--- src/hdl/gse_pkg.sv ---
// ----------------------------------------------------------------------------
// gse_pkg: shared types and constants for the gray Sobel edge stream
// Pixel widths, luma weights, CSR codes and reset values, stage flag struct.
// ----------------------------------------------------------------------------
package gse_pkg;

   localparam int PIX_W     = 8;
   localparam int CSR_W     = 12;
   localparam int CSR_IDX_W = 1;
   localparam int WEIGHT_W  = 16;
   localparam int PROD_W    = PIX_W + WEIGHT_W;
   localparam int DIM_MIN   = 3;

   // CSR register indexes
   localparam logic [CSR_IDX_W-1:0] CSR_FRAME_WIDTH  = 1'b0;
   localparam logic [CSR_IDX_W-1:0] CSR_FRAME_HEIGHT = 1'b1;

   localparam logic [CSR_W-1:0] FRAME_WIDTH_RESET  = 12'd640;
   localparam logic [CSR_W-1:0] FRAME_HEIGHT_RESET = 12'd480;

   // BT.709 luma weights, Q0.16, summing to 65536
   localparam logic [WEIGHT_W-1:0] W_RED   = 16'd13933;
   localparam logic [WEIGHT_W-1:0] W_GREEN = 16'd46871;
   localparam logic [WEIGHT_W-1:0] W_BLUE  = 16'd4732;

   localparam logic [PIX_W-1:0] MAG_MAX = 8'd255;

   // per-pixel position flags
   typedef struct packed {
      logic emit;      // interior position, produces a result
      logic last_col;
      logic last_row;
   } pos_flags_type;

endpackage

--- src/hdl/gse_position.sv ---
// ----------------------------------------------------------------------------
// gse_position: raster position counters
// Tracks column and row of the incoming pixel, clamps the frame size and
// flags interior, last-column and last-row positions.
// ----------------------------------------------------------------------------
module gse_position #(
   parameter int MAX_WIDTH  = 2048,
   parameter int MAX_HEIGHT = 2048
) (
   input  logic                          clock,
   input  logic                          reset,
   input  logic                          step,
   input  logic                          frame_start,
   input  logic [gse_pkg::CSR_W-1:0]     frame_width,
   input  logic [gse_pkg::CSR_W-1:0]     frame_height,
   output logic [$clog2(MAX_WIDTH)-1:0]  col,
   output gse_pkg::pos_flags_type        flags
);
   import gse_pkg::*;

   localparam int CW  = $clog2(MAX_WIDTH);
   localparam int RW  = $clog2(MAX_HEIGHT);
   localparam int EWW = (CW + 1 > CSR_W) ? CW + 1 : CSR_W;
   localparam int EWH = (RW + 1 > CSR_W) ? RW + 1 : CSR_W;

   logic [CW-1:0]  col_ff, col_in, col_cur, w_last;
   logic [RW-1:0]  row_ff, row_in, row_cur, h_last;
   logic [EWW-1:0] w_ext, w_clamp;
   logic [EWH-1:0] h_ext, h_clamp;

   // clamp frame size to 3..MAX
   always_comb begin
      w_ext = EWW'(frame_width);
      h_ext = EWH'(frame_height);
      priority if (w_ext < EWW'(DIM_MIN)) begin
         w_clamp = EWW'(DIM_MIN);
      end else if (w_ext > EWW'(MAX_WIDTH)) begin
         w_clamp = EWW'(MAX_WIDTH);
      end else begin
         w_clamp = w_ext;
      end
      priority if (h_ext < EWH'(DIM_MIN)) begin
         h_clamp = EWH'(DIM_MIN);
      end else if (h_ext > EWH'(MAX_HEIGHT)) begin
         h_clamp = EWH'(MAX_HEIGHT);
      end else begin
         h_clamp = h_ext;
      end
      w_last = CW'(w_clamp - EWW'(1));
      h_last = RW'(h_clamp - EWH'(1));
   end

   always_comb begin
      col_cur        = frame_start ? '0 : col_ff;
      row_cur        = frame_start ? '0 : row_ff;
      flags.last_col = (col_cur >= w_last);
      flags.last_row = (row_cur >= h_last);
      flags.emit     = (row_cur >= RW'(2)) && (col_cur >= CW'(2));
      col_in         = col_ff;
      row_in         = row_ff;
      if (step) begin
         if (flags.last_col) begin
            col_in = '0;
            row_in = flags.last_row ? '0 : row_cur + RW'(1);
         end else begin
            col_in = col_cur + CW'(1);
            row_in = row_cur;
         end
      end
   end

   assign col = col_cur;

   always_ff @(posedge clock) begin
      if (reset) begin
         col_ff <= '0;
         row_ff <= '0;
      end else begin
         col_ff <= col_in;
         row_ff <= row_in;
      end
   end

endmodule

--- config.mk ---
export PLATFORM = sky130hd
export DESIGN_NAME = gse_position
export DESIGN_NICKNAME = d
export VERILOG_FILES = /design/src/hdl/gse_pkg.sv /design/src/hdl/gse_position.sv
export SDC_FILE = /design/constraint.sdc
export NUM_CORES = 1
export LEC_CHECK = 0
export BUFFER_PORTS_ARGS = -buffer_cell sky130_fd_sc_hd__clkbuf_2
export CORE_ASPECT_RATIO = 0.6
export CORE_MARGIN = 8
export CORE_UTILIZATION = 35
export DETAILED_ROUTE_END_ITERATION = 16
export GPL_TIMING_DRIVEN = 0
export HOLD_SLACK_MARGIN = 0.02
export SYNTH_ARGS = -nofsm -noshare
export SYNTH_HDL_FRONTEND = slang
export SYNTH_SLANG_ARGS = --single-unit
--- constraint.sdc ---
create_clock -name clock -period 6.5 [get_ports clock]
set_input_delay 0.325 -clock clock [delete_from_list [all_inputs] [get_ports clock]]
set_output_delay 0.325 -clock clock [all_outputs]
set_load 0.02 [all_outputs]
; Yosys cells after proc, flatten, opt, wreduce, memory -nomap -nowiden
; Cells that the tools add are included.
[op_classes]
n_eq_ne = 0
n_bitwise = 0
order_cmp = 8
muxes = 9
reduce_logical = 1
shifts = 0
div = 0
addsub = 4
n_mul = 0
[op_table]
columns = cell, count
row1 = 11-bit 2-to-1 mux, 9
row2 = "12-bit > comparator, second input constant", 2
row3 = "12-bit by 2-bit < comparator with 1-bit output, second input constant", 2
row4 = "11-bit by 1-bit adder with 11-bit output, second input constant", 2
row5 = 11-bit >= comparator, 2
row6 = "11-bit by 2-bit >= comparator with 1-bit output, second input constant", 2
row7 = "11-bit by 1-bit subtractor with 11-bit output, second input constant", 2
row8 = 1-bit logical AND, 1
[totals]
mem_bits_ro = 0
word_cells = 24
ramBits = 0
output_inout_bits = 14
memories = 0
regBits = 22
latchBits = 0
input_bits = 28

; Logic depth before layout (Yosys ltp)
; Gate-level depths: netlist (run 1).
[depth]
depth_word = 7
mapped_depth = 18
depth_no_buf = 17

; Worst setup path before layout (run 1)
; Ideal clock, no wire load.
[synth_timing]
path_type = input port to flip-flop
startpoint = in frame_width[5] (netlist name)
endpoint = reg row_ff[2]
t_required_ps = 6380
path_stages = 17
path_buffers = 2
path_slack_ps = 2824
arrival_time_ps = 3557
cell_sequence = nor4_1 -> nand3b_1 -> nor2_1 -> o21ai_0 -> ha_1 -> clkbuf_1 -> nand2b_1 -> a21oi_1 -> a31oi_1 -> o31ai_1 -> ha_1 -> nand4_1 -> o31a_2 -> a22oi_4 -> buf_4 -> nor2_1 -> a211o_1
[synth_via]
elab_chain_len = 6
[synth_rtl]
columns = item, line
row1 = start: declaration, gse_position.sv:14  ; input logic [gse_pkg::CSR_W-1:0] frame_width,
row2 = 12-bit > comparator, gse_position.sv:37  ; end else if (w_ext > EWW'(MAX_WIDTH)) begin
row3 = 11-bit 2-to-1 mux, gse_position.sv:37
row4 = 11-bit 2-to-1 mux *, gse_position.sv:35  ; priority if (w_ext < EWW'(DIM_MIN)) begin
row5 = 11-bit by 1-bit subtractor with 11-bit output *, gse_position.sv:49  ; w_last = CW'(w_clamp - EWW'(1));
row6 = 11-bit >= comparator *, gse_position.sv:56  ; flags.last_col = (col_cur >= w_last);
row7 = 11-bit 2-to-1 mux *, gse_position.sv:62  ; if (flags.last_col) begin
row8 = end signal: assignment, gse_position.sv:80  ; row_ff <= row_in;
row9 = end: declaration, gse_position.sv:27  ; logic [RW-1:0] row_ff, row_in, row_cur, h_last;
; Every way passes the cells marked *; elsewhere a longest branch is shown, timed or not.
; A chain may end at the register's enable or synchronous reset.

; Worst setup path after layout (run 1)
[layout_timing]
startpoint = in frame_width[4] (netlist name)
endpoint = reg row_ff[2]
; Same word-level chain as after synthesis.

==> results.yml, run 1 <==
outcome:
  status: "completed"
setup_path:
  r2r_slack_ns: 3.66
  criticalPathCategory: "input port to flop"
  endpoint_kind: "flop"
  crit_arrival_ns: 4.41
  crit_fanout: 10
  startpoint_type: "input port"
  rr_worst_depth: 10
  cp.required_ns: 6.65
  timing.rr.start: "col_ff[6]$_SDFFE_PP0P_"
  rr_endpoint: "row_ff[2]$_SDFFE_PP0P_"
yosys:
  netlist-cell-type-count: 66
  ys_seq_elements: 22
  synthFlopType: "dfxtp_1"
  synth_top_area_share_pct: 17.2
  yosys-top-cells-area: "dfxtp_1 (17%), ha_1 (14%), a21oi_1 (5.5%)"
  yosys.area_share.adder_pct: 13.7
  syn_area_mm2: 0.00257
  yosys.area_share.simple_pct: 32.5
  ys_seq_area_share_pct: 17.2
  synth_top_family_by_area: "simple AND/OR/NAND/NOR gates"
  syn_avg_cell_area_um2: 7.55
  yosys.area_share.xor_xnor_pct: 3.41
  synth.net_count: 396
  yosys.area.top_type: "dfxtp_1"
  yosys_warnings: 0
  ys_top_cells_by_count: "a21oi_1 (28), ha_1 (28), nand2_1 (28)"
  synth_cells: 340
  synth_compound_area_share_pct: 27.5
  synth-edff-count: 0
  synthArstFlopShare_pct: 0
  muxShareOfSynthArea_pct: 2.05
flow_run:
  cap_violations: 0
pwr:
  p_int_uw: 249
  switchingPower_uw: 106
  swShare_pct: 29.9
  vdd_drop_max_uv: 81.8
  power.total_uw: 355
  p_clk_share_pct: 37.8
  p_leak_nw: 1.30
  power_density_mw_per_mm2: 120
  seqPwrFrac_pct: 38.3
  power_frac_comb_pct: 23.9
floorplanning:
  die_w_um: 127
  die-area_mm2: 0.0104
  start_util_pct: 35.8
  die_h_um: 82.3
  core_area_mm2: 0.00718
  boundaryPins: 42
  rows: 24
clock_network:
  worstSkewPairLatency_ns: 0.26
  cts_buffers: 3
  cts-resized-gates: 0
  cts_num_sinks: 22
  clk_path_buf_depth: 2
  clk_pin_slew_ns: 0.06
  cts_tree: "done"
  clockRootBuffer: "clkbuf_16"
  holdBufCountCts: 0
  h-tree-depth: 1
  postCtsSetupRepairBufs: 0
global_route:
  grt_pass1_vias: 2411
  grt_remaining_overflow: 0
  grtUsageTotal_pct: 15.2
  grt_pass1_wl_um: 12800
  antenna_found_initial: 0
  grt_max_degree: 12
route:
  first_pass_iters: 5
  via_per_inst: 5.92
  wire_per_inst_um: 17.2
  drcViolationCount: 0
  drt_iter0_markers: 327
  routed_wl_um: 8130
  drtAntennaViolNets: 0
  vias: 2800
placement:
  place_congestion: 0.880
  dpl.hpwl_um: 6590
  port_buffers: 39
timing:
  finClkSkew_ns: 0.00132
  worst_pin_slew_ns: 0.576
  post-route-period-util_pct: 65.5
  slew-limit-headroom_pct: 61.6
  rsz0062_at_grt: "no"
  slew_violations: 0
  tns_ns: 0
  finalHoldViolations: 0
  finalSetupViolCount: 0
  fin_hold_ws_ns: 0.453
  post-route-min-period_ns: 4.26
  max_freq_mhz: 235
finish:
  finalNetCount: 440
  n_antenna_cell: 0
  fill_cells: 744
  syn2layout_area_growth_pct: 15.0
  layout-drive-gt1-share_pct: 14.9
worst_hold_path:
  hp-class: "flop to flop"
  worstHoldStart: "row_ff[10]$_SDFFE_PP0P_"
  hold_depth: 1
  min_to: "row_ff[10]$_SDFFE_PP0P_"
==> cell type report <==
class	count	area, um^2	area share, %
Multi-Input combinational cell	294	2030	68.8
Sequential cell	22	440	14.9
Timing Repair Buffer	39	195	6.62
Tap cell	91	114	3.86
Clock buffer	3	75.1	2.54
Buffer	14	57.6	1.95
Inverter	10	37.5	1.27
==> cell families after synthesis <==
kind of cell             after synthesis
flip-flops                            22
AND/OR/NAND/NOR                      152
multiplexers                           5
adder cells (fa/ha/maj)               28
XOR/XNOR                              10
AO/OA/AOI/OAI                         99
buffers and inverters                 24
==> cells in the final DEF, fill, tap and decap left out, drive strengths merged, types with 7 or more instances in the layout <==
master | netlist | routed
nand3 | 9 | 9
nor4 | 7 | 7
nor2b | 21 | 21
dfxtp | 22 | 22
a31oi | 8 | 8
ha | 28 | 28
nor2 | 27 | 27
clkbuf | 12 | 54
a21oi | 28 | 28
inv | 9 | 9
nand4 | 12 | 12
o21ai | 14 | 14
nor3 | 12 | 12
nand2 | 28 | 28
==> worst max-delay path, cell delays in order <==
cell      delay [ns]
clkbuf_2        0.12
nor4_1          0.40
nand3b_1        0.25
nor2_1          0.31
o21ai_0         0.18
ha_1            0.20
clkbuf_1        0.23
nand2b_1        0.13
a21oi_1         0.05
a31oi_1         0.18
o31ai_1         0.10
ha_1            0.31
nand4_1         0.20
nand2b_1        0.22
clkbuf_1        0.24
a22oi_4         0.33
buf_4           0.22
nor2_1          0.11
a211o_1         0.28
==> flip-flops by register name (all words and copies together), names as in the netlist <==
signal  cells
col_ff     11
row_ff     11
==> metal layers <==
metal	vias to the layer above	GRT usage (%)	wire (um)
met3	6	2.76	660
met4	0	1.79	31
met5	-	0	0
met2	116	19.7	3110
li1	1380	-	-
met1	1298	24.8	4330
==> power groups by stage <==
| stage | sequential [mW] | clock (mW) | combinational, mW |
|---|---|---|---|
| 6_report | 0.136 | 0.134 | 0.0848 |
| 3_3_place_gp | 0.139 | 0 | 0.0804 |
| 2_1_floorplan | 0.139 | 0 | 0.0527 |
| 3_5_place_dp | 0.139 | 0 | 0.0829 |
| 4_1_cts | 0.136 | 0.134 | 0.0833 |
| 5_1_grt | 0.136 | 0.141 | 0.0929 |
==> worst max path at each step <==
stage | to | slack, ns | from
2_1_floorplan | row_ff[2]$_SDFFE_PP0P_ | 2.82 | frame_width[5]
3_3_place_gp | row_ff[2]$_SDFFE_PP0P_ | 2.10 | frame_width[4]
3_5_place_dp | row_ff[2]$_SDFFE_PP0P_ | 2.04 | frame_width[4]
4_1_cts | row_ff[2]$_SDFFE_PP0P_ | 2.32 | frame_width[4]
5_1_grt | row_ff[2]$_SDFFE_PP0P_ | 1.91 | frame_width[5]
6_report | row_ff[2]$_SDFFE_PP0P_ | 2.24 | frame_width[4]
==> metrics by stage <==
step / utilization [%] / worst slack, ns / std cells / instance area [um^2]
2_1_floorplan: - / 2.82 / 340 / 2570
3_3_place_gp: 40.1 / 2.10 / 470 / 2880
3_5_place_dp: 40.1 / 2.04 / 470 / 2880
4_1_cts: 41.1 / 2.32 / 473 / 2950
5_1_grt: 41.1 / 1.91 / 473 / 2950
6_report: 41.1 / 2.24 / 473 / 2950
(Power assumes the default switching activity.)
==> run 2, diff against run 1 <==
==> constraint.sdc (replaced) <==
create_clock -name clock -period 3.7 [get_ports clock]
set_input_delay 0.185 -clock clock [delete_from_list [all_inputs] [get_ports clock]]
set_output_delay 0.185 -clock clock [all_outputs]
set_load 0.02 [all_outputs]
==> run 2 against run 1 <==
  * Routed wire length rose by 2.3%
  * Non-clock buffer count increased by 1
  * Hold slack got worse by 0.047 ns
  * Clock-buffer cell count did not move
==> results.yml, run 2 (synthesis gave the netlist of run 1 again) <==
clock_network:
  holdBufCountCts: 0
  clk_pin_slew_ns: 0.06
  h-tree-depth: 1
  worstSkewPairLatency_ns: 0.26
  cts_buffers: 3
  cts_num_sinks: 22
  clockRootBuffer: "clkbuf_16"
  cts_tree: "done"
  clk_path_buf_depth: 2
global_route:
  grtUsageTotal_pct: 15.3
  grt_pass1_wl_um: 12900
  antenna_found_initial: 0
  grt_remaining_overflow: 0
  grt_max_degree: 12
  grt_pass1_vias: 2426
setup_path:
  startpoint_type: "input port"
  crit_arrival_ns: 3.64
  crit_family: "compound AO/OA/AOI/OAI gates"
  rr_worst_depth: 9
  criticalPathCategory: "input port to flop"
  crit_buf_inv: 2
  crit_fanout: 10
  timing.rr.start: "col_ff[2]$_SDFFE_PP0P_"
  slowest_delay_ns: 0.42
  rr_endpoint: "col_ff[8]$_SDFFE_PP0P_"
  worstPathCellList: "clkbuf_2 > nor4_4 > nand3b_1 > nor2_4 > o21ai_0 > ha_2 > nand2b_1 > a21oi_1 > a31oi_1 > o31ai_1 > ha_1 > nand4_1 > o31a_4 > a22oi_4 > buf_4 > nor2_2 > a211o_1"
  cp.required_ns: 3.85
  cp_slowest_cell: "o31a_4"
  endpoint_kind: "flop"
  r2r_slack_ns: 0.98
route:
  vias: 2830
  first_pass_iters: 5
  routed_wl_um: 8320
  wire_per_inst_um: 17.6
  via_per_inst: 5.97
  drcViolationCount: 0
  drt_iter0_markers: 315
  drtAntennaViolNets: 0
finish:
  finalNetCount: 441
  n_antenna_cell: 0
  fill_cells: 747
  layout-drive-gt1-share_pct: 18.3
  final-seq-area_um2: 440
  multi_input_area_mm2: 0.00208
  syn2layout_area_growth_pct: 17.7
  final_cells: 474
  top_regs: "col_ff (11), row_ff (11)"
  final_cell_mix: "clkbuf_2 (40), nand2_1 (28), a21oi_1 (27), ha_1 (26), nor2_1 (24)"
  layout_commonest_cell: "clkbuf_2"
pwr:
  vdd_drop_max_uv: 143
  power_density_mw_per_mm2: 209
  p_leak_nw: 1.35
timing:
  slew_violations: 0
  worst_pin_slew_ns: 0.565
  finalSetupViolCount: 0
  fin_hold_ws_ns: 0.405
  slew-limit-headroom_pct: 62.4
  post-route-period-util_pct: 94.3
  tns_ns: 0
  max_freq_mhz: 286
  post-route-min-period_ns: 3.49
  finClkSkew_ns: 0.00190
  worst_slack_ns: 0.209
  finalHoldViolations: 0
  rsz0062_at_grt: "yes"
worst_hold_path:
  hp-class: "input port to flop"
  worstHoldStart: "step"
  hold_depth: 4
  min_to: "col_ff[3]$_SDFFE_PP0P_"
floorplanning:
  rows: 24
  start_util_pct: 35.8
  core_area_mm2: 0.00718
  die-area_mm2: 0.0104
  boundaryPins: 42
  die_h_um: 82.3
  die_w_um: 127
flow_run:
  cap_violations: 0
placement:
  dpl.hpwl_um: 6590
  place_ws_ns: -0.619
  place_congestion: 0.880
  dpl.cell_count: 470
  port_buffers: 39
outcome:
  status: "completed"
## run 2: cell types whose count changed in the layout (fill, tap and decap cells not counted), sizes merged
cell | previous run | this run
clkbuf | 54 | 51
buf | 2 | 6
## run 2: layout make-up
cell class	count	area share [%]
multi-input cells	294	68.9
flip-flops and latches	22	14.6
repair buffers	43	7.46
well taps	91	3.77
clock buffers	3	2.49
plain buffers	11	1.57
inverters	10	1.24
## run 2: how the worst max path moves through the flow
stage | startpoint | to | cells after the start
6_report | frame_width[4] | row_ff[2]$_SDFFE_PP0P_ | 17
3_5_place_dp | frame_width[4] | row_ff[2]$_SDFFE_PP0P_ | 19
3_3_place_gp | frame_width[4] | row_ff[2]$_SDFFE_PP0P_ | 19
5_1_grt | frame_width[4] | flags[1] | 16
4_1_cts | frame_width[4] | row_ff[2]$_SDFFE_PP0P_ | 18
2_1_floorplan | frame_width[5] | row_ff[2]$_SDFFE_PP0P_ | 17
## run 2: layer usage
metal,track usage (%),vias up,share of wire [%]
li1,-,1377,-
met1,24.9,1333,54
met2,19.8,114,39
met3,2.69,6,7.2
met4,1.91,0,0.37
met5,0,-,0
## run 2: where the power goes
| part | internal (mW) | total, mW | switching (mW) | leakage, nW |
|---|---|---|---|---|
| logic | 0.0591 | 0.154 | 0.0954 | 1.13 |
| clock network | 0.143 | 0.237 | 0.0936 | 0.0370 |
| registers | 0.238 | 0.239 | 0.00119 | 0.177 |
## run 2: worst register-to-register path, stage by stage, from the launching register on
cell     delay [ns]
dfxtp_1        0.38
nor2b_1        0.40
ha_1           0.34
a21o_1         0.17
a31oi_2        0.25
o31ai_2        0.17
nor2_4         0.17
inv_2          0.10
or4b_1         0.50
a31oi_1        0.17
## run 2: timing repair
item,4_1_cts,5_1_grt
endpoints found under the setup margin,21,24
buffers inserted,2,2
resized for setup,5,8
pin swaps,3,2
## run 2: metrics by stage
| step | util (%) | power (mW) | instance area (um^2) |
|---|---|---|---|
| 6_report | 42.1 | 0.630 | 3020 |
| 5_1_grt | 42.1 | 0.654 | 3020 |
| 4_1_cts | 41.6 | 0.623 | 2990 |
| 3_5_place_dp | 40.1 | 0.390 | 2880 |
| 3_3_place_gp | 40.1 | 0.386 | 2880 |
| 2_1_floorplan | - | 0.337 | 2570 |
